`src/sv/track_angle_running_statistics_defines.svh`:
```
// Assertion macros for the track angle statistics block.
// Used by the top level only; expects clk and rst in scope.
`ifndef TRACK_ANGLE_RUNNING_STATISTICS_DEFINES_SVH
`define TRACK_ANGLE_RUNNING_STATISTICS_DEFINES_SVH

// Same-cycle implication, idle during reset
`define TARS_ASSERT_NOW(label, ante, cons, msg) \
  label: assert property (@(posedge clk) disable iff (rst) (ante) |-> (cons)) \
    else $error(msg);

// Next-cycle implication, idle during reset
`define TARS_ASSERT_NEXT(label, ante, cons, msg) \
  label: assert property (@(posedge clk) disable iff (rst) (ante) |=> (cons)) \
    else $error(msg);

`endif

```
`src/sv/tars_pkg.sv`:
```
// Shared types and constants for the track angle statistics block.
// No dependencies; imported by every module of the block.
package tars_pkg;

  localparam int ANGLE_BITS    = 16;
  localparam int MAX_NODES_DEF = 63;
  localparam int COUNT_OUT_W   = 6;
  localparam int CFG_W         = 16;
  localparam int CFG_IDX_W     = 2;

  // register indexes
  localparam logic [CFG_IDX_W-1:0] CFG_SCATTER  = 2'd0;
  localparam logic [CFG_IDX_W-1:0] CFG_MIN_TEST = 2'd1;
  localparam logic [CFG_IDX_W-1:0] CFG_KEEP     = 2'd2;

  // reset values: 0.04, 0.0001 and 0.4 rad in Q0.16
  localparam logic [CFG_W-1:0] SCATTER_RST  = 16'd2621;
  localparam logic [CFG_W-1:0] MIN_TEST_RST = 16'd7;
  localparam logic [CFG_W-1:0] KEEP_RST     = 16'd26214;

  typedef struct packed {
    logic [ANGLE_BITS-1:0] angle;
    logic                  restart;
  } in_item_t;

  typedef struct packed {
    logic [COUNT_OUT_W-1:0] node_count;
    logic [ANGLE_BITS-1:0]  mean_angle;
    logic [ANGLE_BITS-1:0]  rms_angle;
    logic [ANGLE_BITS-1:0]  test_angle;
    logic                   keep_link;
  } out_item_t;

  // per-unit sequencing: load operands, or advance one bit
  typedef struct packed {
    logic load;
    logic step;
  } unit_ctrl_t;

  typedef enum logic [2:0] {
    ST_IDLE,
    ST_MUL,
    ST_ROOT,
    ST_DIV,
    ST_DONE
  } tars_state_t;

endpackage

```
`src/sv/tars_mac.sv`:
```
// Bit-serial shift-and-add multiply-accumulate: one multiplier bit a cycle while step is high.
// Depends on tars_pkg (unit_ctrl_t).
module tars_mac #(
  parameter int MCAND_W = 16,
  parameter int MPL_W   = 16,
  parameter int ACC_W   = 38
) (
  input  logic                 clk,
  input  tars_pkg::unit_ctrl_t ctrl,
  input  logic [ACC_W-1:0]     init_acc,
  input  logic [MCAND_W-1:0]   mcand,
  input  logic [MPL_W-1:0]     mplier,
  output logic [ACC_W-1:0]     acc
);
  import tars_pkg::*;

  logic [ACC_W-1:0] mcand_sh;
  logic [MPL_W-1:0] mpl_sh;
  logic [ACC_W-1:0] acc_reg;

  always_ff @(posedge clk) begin
    if (ctrl.load) begin
      acc_reg  <= init_acc;
      mcand_sh <= ACC_W'(mcand);
      mpl_sh   <= mplier;
    end else if (ctrl.step) begin
      if (mpl_sh[0]) begin
        acc_reg <= acc_reg + mcand_sh;
      end
      mcand_sh <= mcand_sh << 1;
      mpl_sh   <= mpl_sh >> 1;
    end
  end

  assign acc = acc_reg;

endmodule

```
`src/sv/tars_div.sv`:
```
// Restoring divider, one quotient bit a cycle while step is high, MSB first; N_W steps.
// Depends on tars_pkg (unit_ctrl_t). Shared by mean and RMS scaling.
module tars_div #(
  parameter int N_W = 22,
  parameter int D_W = 6
) (
  input  logic                 clk,
  input  tars_pkg::unit_ctrl_t ctrl,
  input  logic [N_W-1:0]       dividend,
  input  logic [D_W-1:0]       divisor,
  output logic [N_W-1:0]       quot
);
  import tars_pkg::*;

  logic [N_W-1:0] quo_sh;
  logic [D_W-1:0] rem;
  logic [D_W-1:0] dvs;
  logic [D_W:0]   trial;
  logic           fits;

  always_comb begin
    trial = {rem, quo_sh[N_W-1]};
    fits  = trial >= {1'b0, dvs};
  end

  always_ff @(posedge clk) begin
    if (ctrl.load) begin
      quo_sh <= dividend;
      rem    <= '0;
      dvs    <= divisor;
    end else if (ctrl.step) begin
      if (fits) begin
        rem <= D_W'(trial - {1'b0, dvs});
      end else begin
        rem <= trial[D_W-1:0];
      end
      quo_sh <= {quo_sh[N_W-2:0], fits};
    end
  end

  assign quot = quo_sh;

endmodule

```
`src/sv/tars_sqrt.sv`:
```
// Integer square root, two radicand bits in and one root bit out a cycle while step is high.
// Depends on tars_pkg (unit_ctrl_t). IN_W must be even; IN_W/2 steps.
module tars_sqrt #(
  parameter int IN_W = 44
) (
  input  logic                 clk,
  input  tars_pkg::unit_ctrl_t ctrl,
  input  logic [IN_W-1:0]      radicand,
  output logic [IN_W/2-1:0]    root
);
  import tars_pkg::*;

  localparam int ROOT_W = IN_W / 2;

  logic [IN_W-1:0]   x_sh;
  logic [ROOT_W+1:0] rem;
  logic [ROOT_W-1:0] root_reg;
  logic [ROOT_W+3:0] rem_sh;
  logic [ROOT_W+3:0] trial;
  logic              fits;

  always_comb begin
    rem_sh = {rem, x_sh[IN_W-1 -: 2]};
    trial  = {2'b00, root_reg, 2'b01};
    fits   = rem_sh >= trial;
  end

  always_ff @(posedge clk) begin
    if (ctrl.load) begin
      x_sh     <= radicand;
      rem      <= '0;
      root_reg <= '0;
    end else if (ctrl.step) begin
      if (fits) begin
        rem <= (ROOT_W + 2)'(rem_sh - trial);
      end else begin
        rem <= rem_sh[ROOT_W+1:0];
      end
      root_reg <= {root_reg[ROOT_W-2:0], fits};
      x_sh     <= x_sh << 2;
    end
  end

  assign root = root_reg;

endmodule

```
`src/sv/track_angle_running_statistics.sv`:
```
// Running mean and RMS spread of link angles along a track.
// Top level: sequencer, accumulators, registers, output stage.
// Depends on tars_pkg, tars_mac, tars_div, tars_sqrt and the defines header.
//
// Use: an item on in_data (angle, restart) is taken when in_valid is high and
// in_stall low. restart begins a new track before the angle is added. Each
// item gives exactly one result item on out_data (count, mean, RMS spread,
// test angle, keep flag), held under out_valid until out_stall is low.
// One item is worked on at a time; in_stall is high from the accepting edge
// until the result has been moved into the output register.
// Three bit-serial passes set the time per item: the shift and add products,
// the root extraction and the shared divider; after the accepting edge the
// item goes through the product, root and divide states, and the result is
// registered from the done state. A result waiting under out_stall does not
// block the next item: only a second finished result waits in the last state
// for the register to free. Reset (rst, synchronous) empties the accumulators,
// returns the registers to their defaults and drops out_valid. Registers are
// written by cfg_write / cfg_index / cfg_data; the user must write them only
// while idle, the block does not enforce it. Indexes past the list are ignored.
`include "track_angle_running_statistics_defines.svh"

module track_angle_running_statistics #(
  parameter int MAX_NODES = tars_pkg::MAX_NODES_DEF
) (
  input  logic                           clk,
  input  logic                           rst,
  input  logic                           in_valid,
  output logic                           in_stall,
  input  tars_pkg::in_item_t             in_data,
  output logic                           out_valid,
  input  logic                           out_stall,
  output tars_pkg::out_item_t            out_data,
  input  logic                           cfg_write,
  input  logic [tars_pkg::CFG_IDX_W-1:0] cfg_index,
  input  logic [tars_pkg::CFG_W-1:0]     cfg_data
);
  import tars_pkg::*;

  // count, sum, sum of squares, n*S2 and S1^2 widths
  localparam int CNT_W  = $clog2(MAX_NODES + 1);
  localparam int SUM_W  = ANGLE_BITS + CNT_W;
  localparam int SQ_W   = 2 * ANGLE_BITS + CNT_W;
  localparam int P_W    = 2 * SUM_W;
  localparam int ROOT_W = P_W / 2;
  localparam int PH_W   = $clog2(SUM_W + 1);

  localparam logic [PH_W-1:0] PH_SQ_END   = PH_W'(ANGLE_BITS);
  localparam logic [PH_W-1:0] PH_MUL_END  = PH_W'(SUM_W);
  localparam logic [PH_W-1:0] PH_ROOT_END = PH_W'(ROOT_W);
  localparam logic [CNT_W-1:0] CNT_MAX    = CNT_W'(MAX_NODES);
  localparam logic [CNT_W-1:0] CNT_ONE    = CNT_W'(1);
  localparam logic [CNT_W-1:0] CNT_TWO    = CNT_W'(2);

  tars_state_t state, state_next;
  logic [PH_W-1:0] ph;

  // configuration
  logic [CFG_W-1:0] scatter_angle;
  logic [CFG_W-1:0] min_test_angle;
  logic [CFG_W-1:0] keep_limit;

  // track state
  logic [CNT_W-1:0] count_reg;
  logic [SUM_W-1:0] sum_reg;
  logic [SQ_W-1:0]  sum_sq_reg;
  logic             keep_reg;
  logic [ANGLE_BITS-1:0] mean_reg;

  // accept-time values
  logic             in_accept;
  logic [CNT_W-1:0] count_base, count_next;
  logic [SUM_W-1:0] sum_next;
  logic [SQ_W-1:0]  sq_init;
  logic [ANGLE_BITS-1:0] sq_mplier;
  logic             acc_en;

  unit_ctrl_t sq_ctrl, p_ctrl, q_ctrl, div_ctrl, root_ctrl;
  logic [SQ_W-1:0]  sq_acc;
  logic [P_W-1:0]   p_acc, q_acc, diff;
  logic [ROOT_W-1:0] root;
  logic [SUM_W-1:0] div_dividend, div_quot;
  logic [CNT_W-1:0] div_divisor;

  logic            out_load;
  logic [ANGLE_BITS-1:0] rms, test_base, test;
  out_item_t       result;

  assign in_stall  = (state != ST_IDLE);
  assign in_accept = in_valid && !in_stall;

  // restart clears before the add; a full chain holds its sums
  always_comb begin
    count_base = in_data.restart ? '0 : count_reg;
    acc_en     = count_base < CNT_MAX;
    count_next = acc_en ? count_base + CNT_ONE : count_base;
    sum_next   = (in_data.restart ? '0 : sum_reg)
               + (acc_en ? SUM_W'(in_data.angle) : '0);
    sq_init    = in_data.restart ? '0 : sum_sq_reg;
    sq_mplier  = acc_en ? in_data.angle : '0;
  end

  // S2 += a*a, then p = n*S2 from the updated S2
  tars_mac #(.MCAND_W(ANGLE_BITS), .MPL_W(ANGLE_BITS), .ACC_W(SQ_W)) u_sq_mac (
    .clk(clk), .ctrl(sq_ctrl), .init_acc(sq_init),
    .mcand(in_data.angle), .mplier(sq_mplier), .acc(sq_acc)
  );

  tars_mac #(.MCAND_W(SQ_W), .MPL_W(CNT_W), .ACC_W(P_W)) u_p_mac (
    .clk(clk), .ctrl(p_ctrl), .init_acc('0),
    .mcand(sq_acc), .mplier(count_reg), .acc(p_acc)
  );

  // q = S1^2
  tars_mac #(.MCAND_W(SUM_W), .MPL_W(SUM_W), .ACC_W(P_W)) u_q_mac (
    .clk(clk), .ctrl(q_ctrl), .init_acc('0),
    .mcand(sum_next), .mplier(sum_next), .acc(q_acc)
  );

  assign diff = (p_acc > q_acc) ? p_acc - q_acc : '0;

  tars_sqrt #(.IN_W(P_W)) u_sqrt (
    .clk(clk), .ctrl(root_ctrl), .radicand(diff), .root(root)
  );

  // divider: S1/n at accept, root/(n-1) after the root pass
  assign div_dividend = (state == ST_IDLE) ? sum_next : SUM_W'(root);
  assign div_divisor  = (state == ST_IDLE) ? count_next : count_reg - CNT_ONE;

  tars_div #(.N_W(SUM_W), .D_W(CNT_W)) u_div (
    .clk(clk), .ctrl(div_ctrl), .dividend(div_dividend),
    .divisor(div_divisor), .quot(div_quot)
  );

  // sequencer
  always_ff @(posedge clk) begin
    if (rst) begin
      state <= ST_IDLE;
    end else begin
      state <= state_next;
    end
  end

  always_comb begin
    state_next = state;
    sq_ctrl    = '0;
    p_ctrl     = '0;
    q_ctrl     = '0;
    div_ctrl   = '0;
    root_ctrl  = '0;
    out_load   = 1'b0;
    unique case (state)
      ST_IDLE: begin
        if (in_accept) begin
          sq_ctrl.load  = 1'b1;
          q_ctrl.load   = 1'b1;
          div_ctrl.load = 1'b1;
          state_next    = ST_MUL;
        end
      end
      ST_MUL: begin
        sq_ctrl.step  = ph < PH_SQ_END;
        q_ctrl.step   = ph < PH_MUL_END;
        div_ctrl.step = ph < PH_MUL_END;
        p_ctrl.load   = ph == PH_SQ_END;
        p_ctrl.step   = ph > PH_SQ_END;
        if (ph == PH_MUL_END) begin
          state_next = ST_ROOT;
        end
      end
      ST_ROOT: begin
        root_ctrl.load = ph == '0;
        root_ctrl.step = ph != '0;
        if (ph == PH_ROOT_END) begin
          state_next = ST_DIV;
        end
      end
      ST_DIV: begin
        div_ctrl.load = ph == '0;
        div_ctrl.step = ph != '0;
        if (ph == PH_MUL_END) begin
          state_next = ST_DONE;
        end
      end
      ST_DONE: begin
        out_load = !out_valid || !out_stall;
        if (out_load) begin
          state_next = ST_IDLE;
        end
      end
      default: begin
        state_next = ST_IDLE;
      end
    endcase
  end

  // phase counter restarts on every state change
  always_ff @(posedge clk) begin
    if (rst || state_next != state) begin
      ph <= '0;
    end else begin
      ph <= ph + 1'b1;
    end
  end

  // configuration registers
  always_ff @(posedge clk) begin
    if (rst) begin
      scatter_angle  <= SCATTER_RST;
      min_test_angle <= MIN_TEST_RST;
      keep_limit     <= KEEP_RST;
    end else if (cfg_write) begin
      unique case (cfg_index)
        CFG_SCATTER:  scatter_angle  <= cfg_data;
        CFG_MIN_TEST: min_test_angle <= cfg_data;
        CFG_KEEP:     keep_limit     <= cfg_data;
        default: ;
      endcase
    end
  end

  // accumulators
  always_ff @(posedge clk) begin
    if (rst) begin
      count_reg  <= '0;
      sum_reg    <= '0;
      sum_sq_reg <= '0;
    end else begin
      if (in_accept) begin
        count_reg <= count_next;
        sum_reg   <= sum_next;
      end
      if (state == ST_MUL && ph == PH_SQ_END) begin
        sum_sq_reg <= sq_acc;
      end
    end
  end

  always_ff @(posedge clk) begin
    if (in_accept) begin
      keep_reg <= in_data.angle < keep_limit;
    end
    if (state == ST_MUL && ph == PH_MUL_END) begin
      mean_reg <= div_quot[ANGLE_BITS-1:0];   // S1/n never exceeds an angle
    end
  end

  // result: saturate, pick and clamp the test angle; scatter/2 when RMS exceeds scatter
  always_comb begin
    if (count_reg <= CNT_ONE) begin
      rms = '0;
    end else if (|div_quot[SUM_W-1:ANGLE_BITS]) begin
      rms = '1;
    end else begin
      rms = div_quot[ANGLE_BITS-1:0];
    end
    test_base = (count_reg > CNT_TWO) ? rms : mean_reg;
    test      = (test_base < min_test_angle) ? min_test_angle : test_base;
    if (rms > scatter_angle) begin
      test = scatter_angle >> 1;
    end
    result.node_count = COUNT_OUT_W'(count_reg);
    result.mean_angle = mean_reg;
    result.rms_angle  = rms;
    result.test_angle = test;
    result.keep_link  = keep_reg;
  end

  // output register
  always_ff @(posedge clk) begin
    if (rst) begin
      out_valid <= 1'b0;
    end else if (out_load) begin
      out_valid <= 1'b1;
    end else if (!out_stall) begin
      out_valid <= 1'b0;
    end
  end

  always_ff @(posedge clk) begin
    if (out_load) begin
      out_data <= result;
    end
  end

  // checks
  `TARS_ASSERT_NEXT(a_accept_starts_mul, in_valid && !in_stall, in_stall && state == ST_MUL, "accepted item did not start the product pass")
  `TARS_ASSERT_NOW(a_count_bounded, 1'b1, count_reg <= CNT_MAX, "node count above chain limit")
  `TARS_ASSERT_NEXT(a_done_delivers, state == ST_DONE && !(out_valid && out_stall), out_valid && state == ST_IDLE, "finished result not moved to output")
  `TARS_ASSERT_NOW(a_rms_ceiling, out_valid, out_data.rms_angle <= scatter_angle || out_data.test_angle == (scatter_angle >> 1), "test angle not replaced above RMS ceiling")

endmodule

```
`config.mk`:
```
export PLATFORM = sky130hd
export DESIGN_NAME = track_angle_running_statistics
export DESIGN_NICKNAME = d
export VERILOG_FILES = /design/src/sv/tars_pkg.sv /design/src/sv/tars_mac.sv /design/src/sv/tars_div.sv /design/src/sv/tars_sqrt.sv /design/src/sv/track_angle_running_statistics.sv
export VERILOG_INCLUDE_DIRS = /design/src /design/src/sv
export SDC_FILE = /design/constraint.sdc
export NUM_CORES = 2
export LEC_CHECK = 0
export BUFFER_PORTS_ARGS = -buffer_cell sky130_fd_sc_hd__buf_4
export CAP_MARGIN = 10
export CORE_MARGIN = 4
export CORE_UTILIZATION = 30
export CTS_BUF_LIST = sky130_fd_sc_hd__clkbuf_4 sky130_fd_sc_hd__clkbuf_8
export DETAILED_ROUTE_END_ITERATION = 10
export GPL_TIMING_DRIVEN = 0
export PLACE_DENSITY = 0.48
export SYNTH_ARGS = -nofsm -noshare
export SYNTH_HDL_FRONTEND = slang
export SYNTH_SLANG_ARGS = --single-unit
```
`constraint.sdc`:
```
create_clock -name clk -period 9.8 [get_ports clk]
set_input_delay 2.94 -clock clk [delete_from_list [all_inputs] [get_ports clk]]
set_output_delay 2.94 -clock clk [all_outputs]
set_load 0.01 [all_outputs]
```
==> flow_metrics.tcl <==
set metrics [dict create \
    min_path_type "flop to flop" \
    yosysMostFrequentCell "nand2_1" \
    start_util_pct 30.1 \
    root_buffer "clkbuf_8" \
    r2r_start "count_reg[0]$_SDFFE_PP0P_" \
    hold_viol 0 \
    gp_congestion 0.883 \
    synthTopCellsByArea "edfxtp_1 (26%), dfxtp_1 (18%), ha_1 (9.4%), nand2_1 (8.1%), a21oi_1 (6.3%)" \
    drtPass1Iterations 5 \
    fin_crit_ns 7.42 \
    setup_viol 0 \
    cts.clk_slew.worst_paths_ns 0.07 \
    synth.avg_cell_area_um2 8.87 \
    rr_endpoint "u_q_mac.mcand_sh[19]$_DFFE_PP_" \
    grt_pass1_wl_um 173000 \
    rrSetupSlack_ns 4.22 \
    worst_pin_slew_ns 1.22 \
    cp_slowest_cell "xor2_1" \
    via_count 29565 \
    yosysTopAreaCell "edfxtp_1" \
    largest_reg_flops 55 \
    postCtsSetupRepairBufs 0 \
    clock_skew_ns 0.0302 \
    totalPowerFinal_mw 7.34 \
    crit_family "compound AO/OA/AOI/OAI gates" \
    fin_ws_ns 2.38 \
    die_w_um 352 \
    cts_made_buffers 111 \
    clock_path_buffers 3 \
    crit_path_cell_trace "buf_4, clkbuf_1, nor2_1, ha_1, nand3b_1, or2_2, clkbuf_1, and2_1, ha_1, o221ai_1, a21oi_1, a211oi_1, a21oi_1, o211ai_1, o22ai_1, nand3_1, xor2_1, nor3_1, a21o_1" \
    grt_use_total_pct 17.8 \
    min_path_cells 2 \
    numPortBuffers 96 \
    timing.final.crit_share_pct 75.7 \
    regMostFlops "out_data" \
    cts.sinks 615 \
    fin_cells 5862 \
    cts_tree "done" \
    whs_ns 0.455 \
    fillers 12356 \
    via_per_inst 5.04 \
    grt_pass1_vias 28317 \
    rows 126 \
    netlist_area_mm2 0.0356 \
    ctsHoldBuffers 0 \
    dp_hpwl_um 88700 \
    startpoint_type "primary input" \
    h-tree-depth 3 \
    slew_viol_final 0 \
    dp_slack_ns 1.75 \
    cts-resized-gates 0 \
    hold_path.startpoint "sum_reg[15]$_SDFFE_PP0P_" \
    die_h_um 352 \
    layout.nets 4540 \
    yosys_warnings 0 \
    clock.fmax_ghz 0.135 \
    syn_nets 4321 \
    drc_errors 0 \
    wire_per_inst_um 19.5 \
    irDropWorstVdd_mv 0.117 \
    ys_top_cells_by_count "nand2_1 (771), a21oi_1 (449), dfxtp_1 (313)" \
    syn_inst 4010 \
    cpPeakStageDelay_ns 0.47 \
    status "complete, no violations" \
    ys_seq_area_share_pct 43.1 \
    gr-total-overflow 0 \
    synth_edf_count 302 \
    cp.arrival_ns 7.93 \
    drtIter0Drc 2024 \
    cp.required_ns 10.31 \
    tns_ns 0 \
    post-place-cells 5652 \
    die_area_mm2 0.124 \
    rsz0062_at_grt "false" \
    holdPathEnd "sum_reg[15]$_SDFFE_PP0P_" \
    worst-path-buf-inv 3 \
    maxCapViolations 0 \
    crit_path_start "in_data[0]" \
    worstRegToRegCells 18 \
    async_reset_ff_share_pct 0 \
    antenna_found_initial 6 \
    grt_max_degree 54 \
    slew_headroom_pct 18.8 \
    core_area_mm2 0.118 \
    ant_nets 0 \
    synth_seq_cells 615 \
    area_delta_synth_final_pct 14.9 \
    critPathKind "primary input to flop" \
    synth_cell_type_count 87 \
    synth_ff_type "dfxtp_1" \
    insertion_delay_ns 0.76 \
    power_density_mw_per_mm2 180 \
    wirelength_um 114000 \
    end_kind "flop" \
    worst-path-max-fanout 10 \
    drive_gt1_share_pct 8.83 \
    power_leakage_nw 16.7 \
    boundaryPins 97 \
    synth_top_area_share_pct 25.5 \
]
tightest hold or removal path, stage by stage (launching register included):
cell and delay [ns]:
dfxtp_1 0.31, nand2_1 0.05, a21oi_1 0.05
layer usage:
layer | vias to the layer above | GRT usage, % | wire length [um]
li1 | 14794 | - | -
met1 | 14019 | 25.4 | 56000
met2 | 607 | 28.0 | 50500
met3 | 145 | 2.37 | 5040
met4 | 0 | 5.19 | 2860
met5 | - | 0 | 0
power by group:
group | switching [mW] | internal, mW
Clock | 1.18 | 1.54
Combinational | 0.961 | 0.622
Sequential | 0.134 | 2.91
area by class of cell:
cell class | count | area [um^2] | share of cell area (%)
clock inverters | 36 | 320 | 0.784
multi-input cells | 3021 | 18800 | 46.0
clock buffers | 172 | 2160 | 5.29
diodes | 2 | 5.00 | 0.0123
repair buffers | 106 | 875 | 2.14
plain buffers | 178 | 711 | 1.74
flip-flops and latches | 615 | 15300 | 37.5
well taps | 1536 | 1920 | 4.70
inverters | 196 | 736 | 1.80
layout by cell type (no fill, tap or decap), types with 29 or more instances in the layout:
cell type  netlist  final
nand2_1        771    770
a21oi_1        449    448
dfxtp_1        313    313
edfxtp_1       302    302
ha_1           266    266
nor2_1         206    206
inv_1          194    193
o21ai_0        184    184
clkbuf_1       159    158
clkbuf_8         0    139
a21o_1         135    135
xnor2_1        119    119
buf_4            0     99
nand3_1         81     81
xor2_1          71     71
nor3_1          54     54
o21a_1          47     47
nor2b_1         44     44
a22o_1          40     40
o21bai_1        38     38
a31oi_1         37     37
clkbuf_4         0     34
nand2b_1        32     32
and2_1          31     31
nand4_1         31     31
o21ai_1         30     30
mux2_2          30     30
a211oi_1        29     29
cell families after synthesis:
group                      count (synthesis)  synth area share [%]
and+or+nand+nor                         1354                  16.7
AOI/OAI and AO/OA                       1168                  20.6
DFF                                      615                  43.1
buffers and inverters                    374                  4.06
adders and majority gates                271                  9.64
xor gates and xnor gates                 190                  4.68
muxes                                     38                  1.18
worst max-delay path by stage:
stage | slack [ns] | cells past startpoint | to
after global routing | 2.02 | 19 | u_q_mac.mpl_sh[19]$_DFFE_PP_
after CTS | 2.58 | 19 | u_q_mac.mpl_sh[19]$_DFFE_PP_
final | 2.38 | 19 | u_q_mac.mcand_sh[19]$_DFFE_PP_
after global placement | 1.76 | 19 | u_q_mac.mcand_sh[19]$_DFFE_PP_
after detailed placement | 1.75 | 19 | u_q_mac.mcand_sh[19]$_DFFE_PP_
after floorplan | 3.30 | 18 | u_q_mac.mpl_sh[19]$_DFFE_PP_
per-stage QoR:
step | area [um^2] | utilization (%)
2_1_floorplan | 35600 | -
3_3_place_gp | 38200 | 32.4
3_5_place_dp | 38400 | 32.5
4_1_cts | 40800 | 34.6
5_1_grt | 40800 | 34.6
6_report | 40900 | 34.6
Power figures use the tool's default switching activity.
